[src/design/assert_macros.svh]
// assertion helpers shared by the rtl
`ifndef ASSERT_MACROS_SVH
`define ASSERT_MACROS_SVH

`ifndef ASSERT_OFF

// condition holds on every enabled clock edge
`define ASSERT_ALWAYS(label, clk, rst, cond) \
   label: assert property (@(posedge clk) disable iff (rst) (cond)) \
      else $error("assertion failed: invariant");

// antecedent implies consequent in the same cycle
`define ASSERT_IMPLIES(label, clk, rst, ante, cons) \
   label: assert property (@(posedge clk) disable iff (rst) (ante) |-> (cons)) \
      else $error("assertion failed: implication");

`else

`define ASSERT_ALWAYS(label, clk, rst, cond)
`define ASSERT_IMPLIES(label, clk, rst, ante, cons)

`endif

`endif

[src/design/qnmr_pkg.sv]
`timescale 1ns / 1ps

package qnmr_pkg;

   // field widths
   localparam int LANES      = 4;
   localparam int ACT_W      = 8;
   localparam int WGT_W      = 8;
   localparam int PROD_W     = ACT_W + 1 + WGT_W;
   localparam int DOT_W      = 18;
   localparam int SLOT_W     = 3;
   localparam int SLOT_SPACE = 1 << SLOT_W;
   localparam int BIAS_W     = 16;
   localparam int ACC_W      = 32;
   localparam int OUT_W      = 8;
   localparam int SHIFT_W    = 5;

   // configuration port
   localparam int CSR_IDX_W  = 2;
   localparam int CSR_DATA_W = 5;
   localparam logic [CSR_IDX_W-1:0] CSR_SHIFT_AMOUNT = 2'd0;
   localparam logic [CSR_IDX_W-1:0] CSR_RELU_ENABLE  = 2'd1;
   localparam logic [SHIFT_W-1:0]   SHIFT_RESET      = 5'd8;
   localparam logic                 RELU_RESET       = 1'b1;

   // decoupling queue
   localparam int QUEUE_DEPTH = 4;

   // one classified item between front and back
   typedef struct packed {
      logic signed [DOT_W-1:0]  dot;
      logic [SLOT_W-1:0]        slot;
      logic                     first_item;
      logic                     last_item;
      logic signed [BIAS_W-1:0] bias_value;
   } mac_item_type;

   typedef struct packed {
      logic full;
      logic empty;
   } queue_status_type;

   typedef struct packed {
      logic [SHIFT_W-1:0] shift_amount;
      logic               relu_enable;
   } csr_regs_type;

endpackage

[src/design/qnmr_if.sv]
`timescale 1ns / 1ps

// input channel
interface qnmr_req_if import qnmr_pkg::*; ();
   logic                    valid;
   logic                    ready;
   logic [ACT_W-1:0]        act_lane0;
   logic [ACT_W-1:0]        act_lane1;
   logic [ACT_W-1:0]        act_lane2;
   logic [ACT_W-1:0]        act_lane3;
   logic signed [WGT_W-1:0] wgt_lane0;
   logic signed [WGT_W-1:0] wgt_lane1;
   logic signed [WGT_W-1:0] wgt_lane2;
   logic signed [WGT_W-1:0] wgt_lane3;
   logic [SLOT_W-1:0]       acc_slot;
   logic                    first_item;
   logic                    last_item;
   logic signed [BIAS_W-1:0] bias_value;

   modport source (output valid, act_lane0, act_lane1, act_lane2, act_lane3,
                   wgt_lane0, wgt_lane1, wgt_lane2, wgt_lane3, acc_slot,
                   first_item, last_item, bias_value, input ready);
   modport sink (input valid, act_lane0, act_lane1, act_lane2, act_lane3,
                 wgt_lane0, wgt_lane1, wgt_lane2, wgt_lane3, acc_slot,
                 first_item, last_item, bias_value, output ready);
endinterface

// result channel
interface qnmr_rsp_if import qnmr_pkg::*; ();
   logic              valid;
   logic              ready;
   logic [OUT_W-1:0]  out_value;
   logic [SLOT_W-1:0] out_slot;

   modport source (output valid, out_value, out_slot, input ready);
   modport sink (input valid, out_value, out_slot, output ready);
endinterface

// configuration write channel
interface qnmr_csr_if import qnmr_pkg::*; ();
   logic                  valid;
   logic                  ready;
   logic [CSR_IDX_W-1:0]  index;
   logic [CSR_DATA_W-1:0] data;

   modport source (output valid, index, data, input ready);
   modport sink (input valid, index, data, output ready);
endinterface

[src/design/qnmr_front.sv]
`timescale 1ns / 1ps

module qnmr_front import qnmr_pkg::*; #(
   parameter int NUM_SLOTS = 8
) (
   input  logic         clock,
   input  logic         reset,
   qnmr_req_if.sink     req_chan,
   output logic         out_valid,
   input  logic         out_ready,
   output mac_item_type out_item
);

   logic [ACT_W-1:0]         act [LANES];
   logic signed [WGT_W-1:0]  wgt [LANES];
   logic signed [PROD_W-1:0] prod [LANES];
   logic signed [DOT_W-1:0]  dot_in;
   logic                     slot_ok;
   logic                     accept;
   logic                     valid_ff;
   mac_item_type             item_in;
   mac_item_type             item_ff;

   assign act[0] = req_chan.act_lane0;
   assign act[1] = req_chan.act_lane1;
   assign act[2] = req_chan.act_lane2;
   assign act[3] = req_chan.act_lane3;
   assign wgt[0] = req_chan.wgt_lane0;
   assign wgt[1] = req_chan.wgt_lane1;
   assign wgt[2] = req_chan.wgt_lane2;
   assign wgt[3] = req_chan.wgt_lane3;

   // four lane products, activation zero-extended into a signed operand
   always_comb begin
      for (int i = 0; i < LANES; i++) begin
         prod[i] = PROD_W'($signed({1'b0, act[i]}) * wgt[i]);
      end
   end

   assign dot_in = DOT_W'(prod[0]) + DOT_W'(prod[1]) + DOT_W'(prod[2]) + DOT_W'(prod[3]);

   // slots past the configured count are dropped here
   assign slot_ok = (32'(req_chan.acc_slot) < 32'(NUM_SLOTS));

   assign req_chan.ready = !valid_ff || out_ready;
   assign accept         = req_chan.valid && req_chan.ready;

   always_comb begin
      item_in.dot        = dot_in;
      item_in.slot       = req_chan.acc_slot;
      item_in.first_item = req_chan.first_item;
      item_in.last_item  = req_chan.last_item;
      item_in.bias_value = req_chan.bias_value;
   end

   // classification register
   always_ff @(posedge clock) begin
      if (reset) begin
         valid_ff <= 1'b0;
      end else if (req_chan.ready) begin
         valid_ff <= accept && slot_ok;
      end
      if (accept) begin
         item_ff <= item_in;
      end
   end

   assign out_valid = valid_ff;
   assign out_item  = item_ff;

endmodule

[src/design/qnmr_queue.sv]
`timescale 1ns / 1ps

module qnmr_queue import qnmr_pkg::*; (
   input  logic             clock,
   input  logic             reset,
   input  logic             push_valid,
   output logic             push_ready,
   input  mac_item_type     push_item,
   output logic             pop_valid,
   input  logic             pop_ready,
   output mac_item_type     pop_item,
   output queue_status_type status
);

   localparam int PTR_W = $clog2(QUEUE_DEPTH);
   localparam int CNT_W = $clog2(QUEUE_DEPTH + 1);

   mac_item_type     entry_ff [QUEUE_DEPTH];
   logic [PTR_W-1:0] wr_ptr_ff;
   logic [PTR_W-1:0] rd_ptr_ff;
   logic [CNT_W-1:0] count_ff;
   logic             push;
   logic             pop;

   assign status.full  = (count_ff == CNT_W'(QUEUE_DEPTH));
   assign status.empty = (count_ff == '0);
   assign push_ready   = !status.full;
   assign pop_valid    = !status.empty;
   assign push         = push_valid && push_ready;
   assign pop          = pop_valid && pop_ready;
   assign pop_item     = entry_ff[rd_ptr_ff];

   // pointers wrap over a power-of-two depth
   always_ff @(posedge clock) begin
      if (reset) begin
         wr_ptr_ff <= '0;
         rd_ptr_ff <= '0;
         count_ff  <= '0;
      end else begin
         if (push) begin
            wr_ptr_ff <= wr_ptr_ff + PTR_W'(1);
         end
         if (pop) begin
            rd_ptr_ff <= rd_ptr_ff + PTR_W'(1);
         end
         if (push && !pop) begin
            count_ff <= count_ff + CNT_W'(1);
         end else if (pop && !push) begin
            count_ff <= count_ff - CNT_W'(1);
         end
      end
      if (push) begin
         entry_ff[wr_ptr_ff] <= push_item;
      end
   end

endmodule

[src/design/qnmr_back.sv]
`timescale 1ns / 1ps

module qnmr_back import qnmr_pkg::*; #(
   parameter int NUM_SLOTS = 8,
   parameter int OUT_BITS  = 8
) (
   input  logic         clock,
   input  logic         reset,
   input  logic         in_valid,
   output logic         in_ready,
   input  mac_item_type in_item,
   input  csr_regs_type regs,
   qnmr_rsp_if.source   rsp_chan
);

   localparam int ACC_DEPTH = (NUM_SLOTS < SLOT_SPACE) ? NUM_SLOTS : SLOT_SPACE;
   localparam int IDX_W     = (ACC_DEPTH > 1) ? $clog2(ACC_DEPTH) : 1;
   localparam logic signed [ACC_W-1:0] OUT_HI = ACC_W'((64'd1 << OUT_BITS) - 64'd1);

   logic [ACC_W-1:0]         acc_ff [ACC_DEPTH];
   logic [IDX_W-1:0]         idx;
   logic [ACC_W-1:0]         acc_sum_in;
   logic                     adv;
   logic                     pop;

   logic                     b_valid_ff;
   logic [ACC_W-1:0]         b_acc_ff;
   logic signed [BIAS_W-1:0] b_bias_ff;
   logic [SLOT_W-1:0]        b_slot_ff;
   logic signed [ACC_W-1:0]  biased_in;
   logic signed [ACC_W-1:0]  rect_in;

   logic                     c_valid_ff;
   logic signed [ACC_W-1:0]  c_sum_ff;
   logic [SLOT_W-1:0]        c_slot_ff;
   logic signed [ACC_W-1:0]  shifted_in;
   logic signed [ACC_W-1:0]  clamp_in;

   logic                     out_valid_ff;
   logic [OUT_W-1:0]         out_value_ff;
   logic [SLOT_W-1:0]        out_slot_ff;

   // whole back pipe moves when the output register can take a value
   assign adv      = !out_valid_ff || rsp_chan.ready;
   assign in_ready = adv;
   assign pop      = in_valid && adv;
   assign idx      = in_item.slot[IDX_W-1:0];

   // read-modify-write of the addressed slot, first mark starts from zero
   assign acc_sum_in = (in_item.first_item ? '0 : acc_ff[idx]) + ACC_W'(in_item.dot);

   always_ff @(posedge clock) begin
      if (reset) begin
         for (int i = 0; i < ACC_DEPTH; i++) begin
            acc_ff[i] <= '0;
         end
      end else if (pop) begin
         acc_ff[idx] <= acc_sum_in;
      end
   end

   // bias add and rectifier
   assign biased_in = $signed(b_acc_ff + ACC_W'(b_bias_ff));
   assign rect_in   = (regs.relu_enable && (biased_in <= 0)) ? '0 : biased_in;

   // arithmetic shift and clamp to the output range
   assign shifted_in = c_sum_ff >>> regs.shift_amount;
   always_comb begin
      if (shifted_in < 0) begin
         clamp_in = '0;
      end else if (shifted_in > OUT_HI) begin
         clamp_in = OUT_HI;
      end else begin
         clamp_in = shifted_in;
      end
   end

   // stage registers, only last items carry a valid result
   always_ff @(posedge clock) begin
      if (reset) begin
         b_valid_ff   <= 1'b0;
         c_valid_ff   <= 1'b0;
         out_valid_ff <= 1'b0;
      end else if (adv) begin
         b_valid_ff   <= pop && in_item.last_item;
         c_valid_ff   <= b_valid_ff;
         out_valid_ff <= c_valid_ff;
      end
      if (adv) begin
         b_acc_ff     <= acc_sum_in;
         b_bias_ff    <= in_item.bias_value;
         b_slot_ff    <= in_item.slot;
         c_sum_ff     <= rect_in;
         c_slot_ff    <= b_slot_ff;
         out_value_ff <= clamp_in[OUT_W-1:0];
         out_slot_ff  <= c_slot_ff;
      end
   end

   assign rsp_chan.valid     = out_valid_ff;
   assign rsp_chan.out_value = out_value_ff;
   assign rsp_chan.out_slot  = out_slot_ff;

endmodule

[src/design/quantized_neuron_mac_requantize.sv]
`timescale 1ns / 1ps
// channel    direction  handshake    payload
// req_chan   in         valid/ready  act_lane0..3, wgt_lane0..3, acc_slot, first/last, bias
// rsp_chan   out        valid/ready  out_value, out_slot
// csr_chan   in         valid/ready  index, data (0 shift_amount, 1 relu_enable)
//
// one transaction per cycle sustained while rsp_chan is not stalled; the accumulate
// slot read-modify-write writes back at the popping edge; same-slot items do not wait
// a result is offered once the last-marked transaction has passed the front reg (at the
// accepting edge), then the queue, accumulate, bias/rectifier and shift/clamp output reg
// synchronous reset clears all slot accumulators in parallel, no clearing pass
// a stalled rsp_chan holds the back end; the four-entry queue lets the front keep
// taking transactions until it fills

`include "assert_macros.svh"

module quantized_neuron_mac_requantize import qnmr_pkg::*; #(
   parameter int NUM_SLOTS = 8,
   parameter int OUT_BITS  = 8
) (
   input  logic       clock,
   input  logic       reset,
   qnmr_req_if.sink   req_chan,
   qnmr_rsp_if.source rsp_chan,
   qnmr_csr_if.sink   csr_chan
);

   localparam int OUT_HI_INT = (1 << OUT_BITS) - 1;

   csr_regs_type     csr_ff;
   logic             f_valid;
   logic             q_push_ready;
   mac_item_type     f_item;
   logic             q_pop_valid;
   logic             q_pop_ready;
   mac_item_type     q_item;
   queue_status_type q_status;

   // configuration registers
   assign csr_chan.ready = 1'b1;

   always_ff @(posedge clock) begin
      if (reset) begin
         csr_ff.shift_amount <= SHIFT_RESET;
         csr_ff.relu_enable  <= RELU_RESET;
      end else if (csr_chan.valid && csr_chan.ready) begin
         case (csr_chan.index)
            CSR_SHIFT_AMOUNT: csr_ff.shift_amount <= csr_chan.data[SHIFT_W-1:0];
            CSR_RELU_ENABLE:  csr_ff.relu_enable  <= csr_chan.data[0];
            default: ;
         endcase
      end
   end

   qnmr_front #(.NUM_SLOTS(NUM_SLOTS)) u_front (
      .clock     (clock),
      .reset     (reset),
      .req_chan  (req_chan),
      .out_valid (f_valid),
      .out_ready (q_push_ready),
      .out_item  (f_item)
   );

   qnmr_queue u_queue (
      .clock      (clock),
      .reset      (reset),
      .push_valid (f_valid),
      .push_ready (q_push_ready),
      .push_item  (f_item),
      .pop_valid  (q_pop_valid),
      .pop_ready  (q_pop_ready),
      .pop_item   (q_item),
      .status     (q_status)
   );

   qnmr_back #(.NUM_SLOTS(NUM_SLOTS), .OUT_BITS(OUT_BITS)) u_back (
      .clock    (clock),
      .reset    (reset),
      .in_valid (q_pop_valid),
      .in_ready (q_pop_ready),
      .in_item  (q_item),
      .regs     (csr_ff),
      .rsp_chan (rsp_chan)
   );

   // checks
   `ASSERT_ALWAYS(queue_full_empty_excl, clock, reset, !(q_status.full && q_status.empty))
   `ASSERT_IMPLIES(no_accept_when_blocked, clock, reset, f_valid && !q_push_ready, !(req_chan.valid && req_chan.ready))
   `ASSERT_IMPLIES(pop_only_when_filled, clock, reset, q_pop_valid, !q_status.empty)
   `ASSERT_IMPLIES(rsp_value_in_range, clock, reset, rsp_chan.valid, 32'(rsp_chan.out_value) <= 32'(OUT_HI_INT))

endmodule
[src/flat_wrapper.sv]
// flat-port wrapper written by rule: the top's interface ports become plain ports
module quantized_neuron_mac_requantize_flat import qnmr_pkg::*;
#(
   parameter int NUM_SLOTS = 8,
   parameter int OUT_BITS  = 8
)
  (clock, reset, req_chan_valid, req_chan_act_lane0, req_chan_act_lane1, req_chan_act_lane2, req_chan_act_lane3, req_chan_wgt_lane0, req_chan_wgt_lane1, req_chan_wgt_lane2, req_chan_wgt_lane3, req_chan_acc_slot, req_chan_first_item, req_chan_last_item, req_chan_bias_value, req_chan_ready, rsp_chan_valid, rsp_chan_out_value, rsp_chan_out_slot, rsp_chan_ready, csr_chan_valid, csr_chan_index, csr_chan_data, csr_chan_ready);
  qnmr_req_if req_chan_i ();
  qnmr_rsp_if rsp_chan_i ();
  qnmr_csr_if csr_chan_i ();
  input  logic clock;
  input  logic reset;
  input wire logic [$bits(req_chan_i.valid)-1:0] req_chan_valid;
  input wire logic [$bits(req_chan_i.act_lane0)-1:0] req_chan_act_lane0;
  input wire logic [$bits(req_chan_i.act_lane1)-1:0] req_chan_act_lane1;
  input wire logic [$bits(req_chan_i.act_lane2)-1:0] req_chan_act_lane2;
  input wire logic [$bits(req_chan_i.act_lane3)-1:0] req_chan_act_lane3;
  input wire logic [$bits(req_chan_i.wgt_lane0)-1:0] req_chan_wgt_lane0;
  input wire logic [$bits(req_chan_i.wgt_lane1)-1:0] req_chan_wgt_lane1;
  input wire logic [$bits(req_chan_i.wgt_lane2)-1:0] req_chan_wgt_lane2;
  input wire logic [$bits(req_chan_i.wgt_lane3)-1:0] req_chan_wgt_lane3;
  input wire logic [$bits(req_chan_i.acc_slot)-1:0] req_chan_acc_slot;
  input wire logic [$bits(req_chan_i.first_item)-1:0] req_chan_first_item;
  input wire logic [$bits(req_chan_i.last_item)-1:0] req_chan_last_item;
  input wire logic [$bits(req_chan_i.bias_value)-1:0] req_chan_bias_value;
  output wire logic [$bits(req_chan_i.ready)-1:0] req_chan_ready;
  output wire logic [$bits(rsp_chan_i.valid)-1:0] rsp_chan_valid;
  output wire logic [$bits(rsp_chan_i.out_value)-1:0] rsp_chan_out_value;
  output wire logic [$bits(rsp_chan_i.out_slot)-1:0] rsp_chan_out_slot;
  input wire logic [$bits(rsp_chan_i.ready)-1:0] rsp_chan_ready;
  input wire logic [$bits(csr_chan_i.valid)-1:0] csr_chan_valid;
  input wire logic [$bits(csr_chan_i.index)-1:0] csr_chan_index;
  input wire logic [$bits(csr_chan_i.data)-1:0] csr_chan_data;
  output wire logic [$bits(csr_chan_i.ready)-1:0] csr_chan_ready;
  assign req_chan_i.valid = req_chan_valid;
  assign req_chan_i.act_lane0 = req_chan_act_lane0;
  assign req_chan_i.act_lane1 = req_chan_act_lane1;
  assign req_chan_i.act_lane2 = req_chan_act_lane2;
  assign req_chan_i.act_lane3 = req_chan_act_lane3;
  assign req_chan_i.wgt_lane0 = req_chan_wgt_lane0;
  assign req_chan_i.wgt_lane1 = req_chan_wgt_lane1;
  assign req_chan_i.wgt_lane2 = req_chan_wgt_lane2;
  assign req_chan_i.wgt_lane3 = req_chan_wgt_lane3;
  assign req_chan_i.acc_slot = req_chan_acc_slot;
  assign req_chan_i.first_item = req_chan_first_item;
  assign req_chan_i.last_item = req_chan_last_item;
  assign req_chan_i.bias_value = req_chan_bias_value;
  assign req_chan_ready = req_chan_i.ready;
  assign rsp_chan_valid = rsp_chan_i.valid;
  assign rsp_chan_out_value = rsp_chan_i.out_value;
  assign rsp_chan_out_slot = rsp_chan_i.out_slot;
  assign rsp_chan_i.ready = rsp_chan_ready;
  assign csr_chan_i.valid = csr_chan_valid;
  assign csr_chan_i.index = csr_chan_index;
  assign csr_chan_i.data = csr_chan_data;
  assign csr_chan_ready = csr_chan_i.ready;
  quantized_neuron_mac_requantize #(.NUM_SLOTS(NUM_SLOTS), .OUT_BITS(OUT_BITS)) u_core (.clock(clock), .reset(reset), .req_chan(req_chan_i), .rsp_chan(rsp_chan_i), .csr_chan(csr_chan_i));
endmodule
[config.mk]
export PLATFORM = sky130hd
export DESIGN_NAME = quantized_neuron_mac_requantize_flat
export DESIGN_NICKNAME = d
export VERILOG_FILES = /design/src/design/qnmr_pkg.sv /design/src/design/qnmr_if.sv /design/src/design/qnmr_front.sv /design/src/design/qnmr_queue.sv /design/src/design/qnmr_back.sv /design/src/design/quantized_neuron_mac_requantize.sv /design/src/flat_wrapper.sv
export VERILOG_INCLUDE_DIRS = /design/src /design/src/design
export SDC_FILE = /design/constraint.sdc
export NUM_CORES = 2
export LEC_CHECK = 0
export BUFFER_PORTS_ARGS = -buffer_cell sky130_fd_sc_hd__buf_2
export CAP_MARGIN = 20
export CORE_MARGIN = 8
export CORE_UTILIZATION = 55
export CTS_CLUSTER_DIAMETER = 30
export DETAILED_ROUTE_END_ITERATION = 7
export PLACE_DENSITY = 0.78
export REMOVE_ABC_BUFFERS = 1
export SLEW_MARGIN = 30
export SYNTH_ARGS = -nofsm -noshare
export SYNTH_HDL_FRONTEND = slang
export SYNTH_SLANG_ARGS = --single-unit
[constraint.sdc]
create_clock -name clock -period 9.25 [get_ports clock]
set_input_delay 1.3875 -clock clock [delete_from_list [all_inputs] [get_ports clock]]
set_output_delay 1.3875 -clock clock [all_outputs]
set_load 0.02 [all_outputs]
==> results.md <==
Outcome:
- The run finished with clean final reports.

Routing:
- The number of optimization iterations in the first detailed-route pass is 6.
- The overall routed net length is 88100 um.
- The average vias per placed instance is just under 6.
- Dividing the detail-routed wire length by the instance count gives 22.1 um.
- The DRC violation total after the first TritonRoute iteration is 2101.
- The count of nets left with antenna violations after detail routing is 0.
- Detailed routing inserted a total of around 23000 vias.
- For this run, design rule violations remaining after detail routing come to 0.

Clock tree:
- Clock latency on the worst-skew pair, taken at its later pin, is ~660 ps.
- In this run the number of H-tree levels came out at 3.
- The number of hold-repair buffers added at the cts stage is 0.
- The root buffer selected by CTS is clkbuf_16.
- The sink count of the clock tree is 567.
- The buffer depth of the longest clock path is 3.
- After clock tree synthesis, the clock-pin slew on the worst setup and hold paths is about 50 ps.
- The post-CTS repair timing setup buffer count is 0.
- The total CTS buffers is approximately 110.
- TritonCTS built the clock tree.
- The post-cts sizing count is 0.

Yosys:
- In the synthesized netlist the async set-or-reset flop fraction comes to 0%.
- Counting flops with a built-in enable in the synthesized netlist gives 548.
- Synthesis produced 2883 cells.
- The synthesized area divided by synthesized cell count is 12.4 um^2.
- The register bit count reported by yosys is 567.
- The count of warnings emitted by yosys is 0.
- The most instantiated flip-flop cell in the synthesis netlist is edfxtp_1.
- The count of distinct cell types in the synthesized netlist is 79.
- The combined area of all synthesized cells is 0.0359 mm^2.
- After synthesis, flip-flops and latches occupy 47.0% of the total area.

Timing:
- The portion of the clock cycle consumed by the worst path in the final layout is 81.5%.
- The number of endpoints failing setup at the final stage is 0.
- After layout, the minimum clock period comes to 7540 ps.
- The number of pins exceeding their max-slew limit in the final report came to 0.
- Measured against its own limit, the worst slew margin works out to 30.7%.
- The worst-case clock skew is 39.8 ps.
- Once routing completed, OpenROAD measured the worst setup slack at ~1700 ps.
- The hold violation count in the final report is 0.
- For this run, the top clock speed supported by timing is 133 MHz.
- For the pin with the worst max-slew slack, the measured transition is 1030 ps.
- Setup repair after global routing left no endpoint under its margin.
- The accumulated negative setup slack is 0 ps.

Cells and area:
- The post-route netlist has 15.5% of its cells at a drive strength greater than 1.
- The most common library cell in the layout ignoring fill and taps is edfxtp_1.
- The top cell types in the final layout, fill and taps aside, are edfxtp_1 (548), inv_1 (386), nor2_1 (349).
- Relative to the synthesized area, the layout overhead comes to 14.5%.
- The final standard cell utilization of the core is 63.7%.
- The net count reported at finish is 3576.

Global routing:
- The first-pass GRT wire length is 138000 um.
- The via count of the first global-routing pass is around 25000.
- Entering global routing, the biggest net connects 56 pins.
- The number of antenna violations at the first check in global routing was 2.
- The total overflow left after global routing is 0.
- Global routing used 23.6% of the available tracks.

Floorplan:
- The total area inside the core boundary comes to about 0.064 mm^2.
- In this run the core area contains 93 standard-cell rows.
- In this run the vertical extent of the chip is approximately 270 um.
- approximately 110 I/O pins were placed.
- In this run the horizontal extent of the chip is between 200 and 300 um.
- The effective utilization at floorplan is about 56%.
- The floorplan die area is around 0.074 mm^2.

Worst setup path:
- At the worst endpoint, the required time is 9610 ps.
- The most numerous cell type found on the critical path is fa_1.
- STA puts the critical path data arrival time at 7890 ps.
- In this run the number of cells on the critical path is 27.
- The setup path with the least slack is of type input pin to flip-flop.
- The cell depth of the worst flop-to-flop path is 16.
- The type of destination of the critical path is a flip-flop.
- The maximum fanout along the worst path is 8.
- The kind of cell with the highest combined delay along the critical path is adder cells.
- For this run, the slowest stage of the critical path takes 540 ps.
- The total buffers and inverters traversed by the critical path is 8.
- For this design, the slowest cell found on the critical path is fa_1.
- The launching element type of the critical path is an input pin.

Min path:
- The path class of the tightest hold or removal check is flip-flop to flip-flop.
- The worst hold path depth is 0.

Place:
- The routability congestion estimate is 0.885.
- Detailed placement finished with a half-perimeter wire length of around 58000 um.
- Before CTS, the worst setup slack after placement is about 1100 ps.
- The number of buffers added on ports is 109.

Job:
- The max-capacitance violation count is 0.
routing by layer:
layer	wire length (um)	global-route usage (%)	vias to the layer above
met5	0	0	-
met4	4270	11.0	0
met3	6080	3.57	280
met2	45100	42.2	1180
met1	32600	27.9	11596
li1	-	-	10285
through the flow:
step | area, um^2 | cells | hold WS [ps]
floorplan | 35400 | 2789 | 400
global placement | 37300 | 3779 | 401
detailed placement | 37300 | 3779 | 405
CTS | 41000 | 3978 | 416
global route | 41100 | 3981 | 426
finish | 41100 | 3981 | 413
cell usage after synthesis (6+ instances only):
cell        n  share of area [%]
a21oi_1   115                1.6
nand4_1    12               0.21
a211oi_1    6               0.13
xnor2_1    52                1.3
ha_1      214                7.5
fa_1      232                 13
buf_2      15               0.21
buf_1       7              0.073
dfxtp_1    19                1.1
nand3b_1    6               0.13
xor2_1     26               0.64
mux2i_1    44                1.2
and3_1     10               0.17
nor2b_1    23               0.40
o21bai_1   17               0.36
a21o_1     48                1.0
inv_1     387                4.1
o21ai_0    35               0.49
nand3_1    20               0.28
nor2_1    349                3.7
and2_1    156                2.7
nand2_1   187                2.0
a211o_1     7               0.17
clkbuf_1   66               0.69
mux2_2     14               0.44
nand2b_1   27               0.47
a31oi_1    15               0.26
nor3_1     18               0.25
o21a_1      8               0.17
mux4_2    120                7.5
edfxtp_1  548                 46
worst register-to-register path: stages (launching register included):
cell and delay, ps:
dfxtp_2 600, buf_4 580, mux4_2 910, buf_4 740, mux4_2 410, nand2_1 80, a21oi_1 110, ha_1 410
a21o_1 130, a21oi_1 110, o21ai_0 480, nand3_1 280, and4_1 270, o311ai_0 400, a21oi_1 140, xor2_1 610
inv_1 120
registers in the layout, indices dropped and copies added (netlist names), named ones only:
name and count:
u_core.csr_ff 6, u_core.u_queue.count_ff 3, u_core.u_back.rsp_chan.out_slot 3, u_core.u_back.c_valid_ff 1
u_core.u_back.c_sum_ff 32, u_core.u_back.b_valid_ff 1, u_core.u_front.out_item 39, u_core.u_queue.rd_ptr_ff 2
u_core.u_queue.entry_ff 156, u_core.u_back.b_acc_ff 32, u_core.u_back.b_bias_ff 16, u_core.u_back.b_slot_ff 3
u_core.u_back.rsp_chan.out_value 8, u_core.u_back.acc_ff 256, u_core.u_back.c_slot_ff 3, u_core.u_queue.wr_ptr_ff 2
u_core.u_back.rsp_chan.valid 1, u_core.u_front.out_valid 1
worst paths after layout:
path                         startpoint                            endpoint  slack, ps
max               req_chan_act_lane0[2]         u_core.u_front.out_item[38]       1710
min          u_core.u_back.c_slot_ff[2]  u_core.u_back.rsp_chan.out_slot[2]        410
max reg2reg                   flip-flop          u_core.u_back.b_acc_ff[28]       2590
min reg2reg  u_core.u_back.c_slot_ff[2]  u_core.u_back.rsp_chan.out_slot[2]        410
layout make-up:
| type | count | area [um^2] |
|---|---|---|
| inverter | 389 | 1460 |
| sequential | 567 | 16800 |
| clock buffer | 117 | 2760 |
| multi-input combinational | 1833 | 17200 |
| fill | 4609 | 23400 |
| antenna | 2 | 5.00 |
| tap | 855 | 1070 |
| timing repair buffer | 136 | 761 |
| clock inverter | 82 | 962 |
cells by family after synthesis:
kind of cell	count (synthesis)	synth area share, %
and+or+nand+nor	834	10.8
DFF	567	47.0
buffers and inverters	483	5.20
adders and majority gates	446	20.4
AOI/OAI and AO/OA	292	5.32
muxes	179	9.25
xor gates and xnor gates	81	2.04
other	1	0.0105
Power is not shown: default switching activity piles up to over one toggle a cycle in this logic, so the estimate is an artifact.
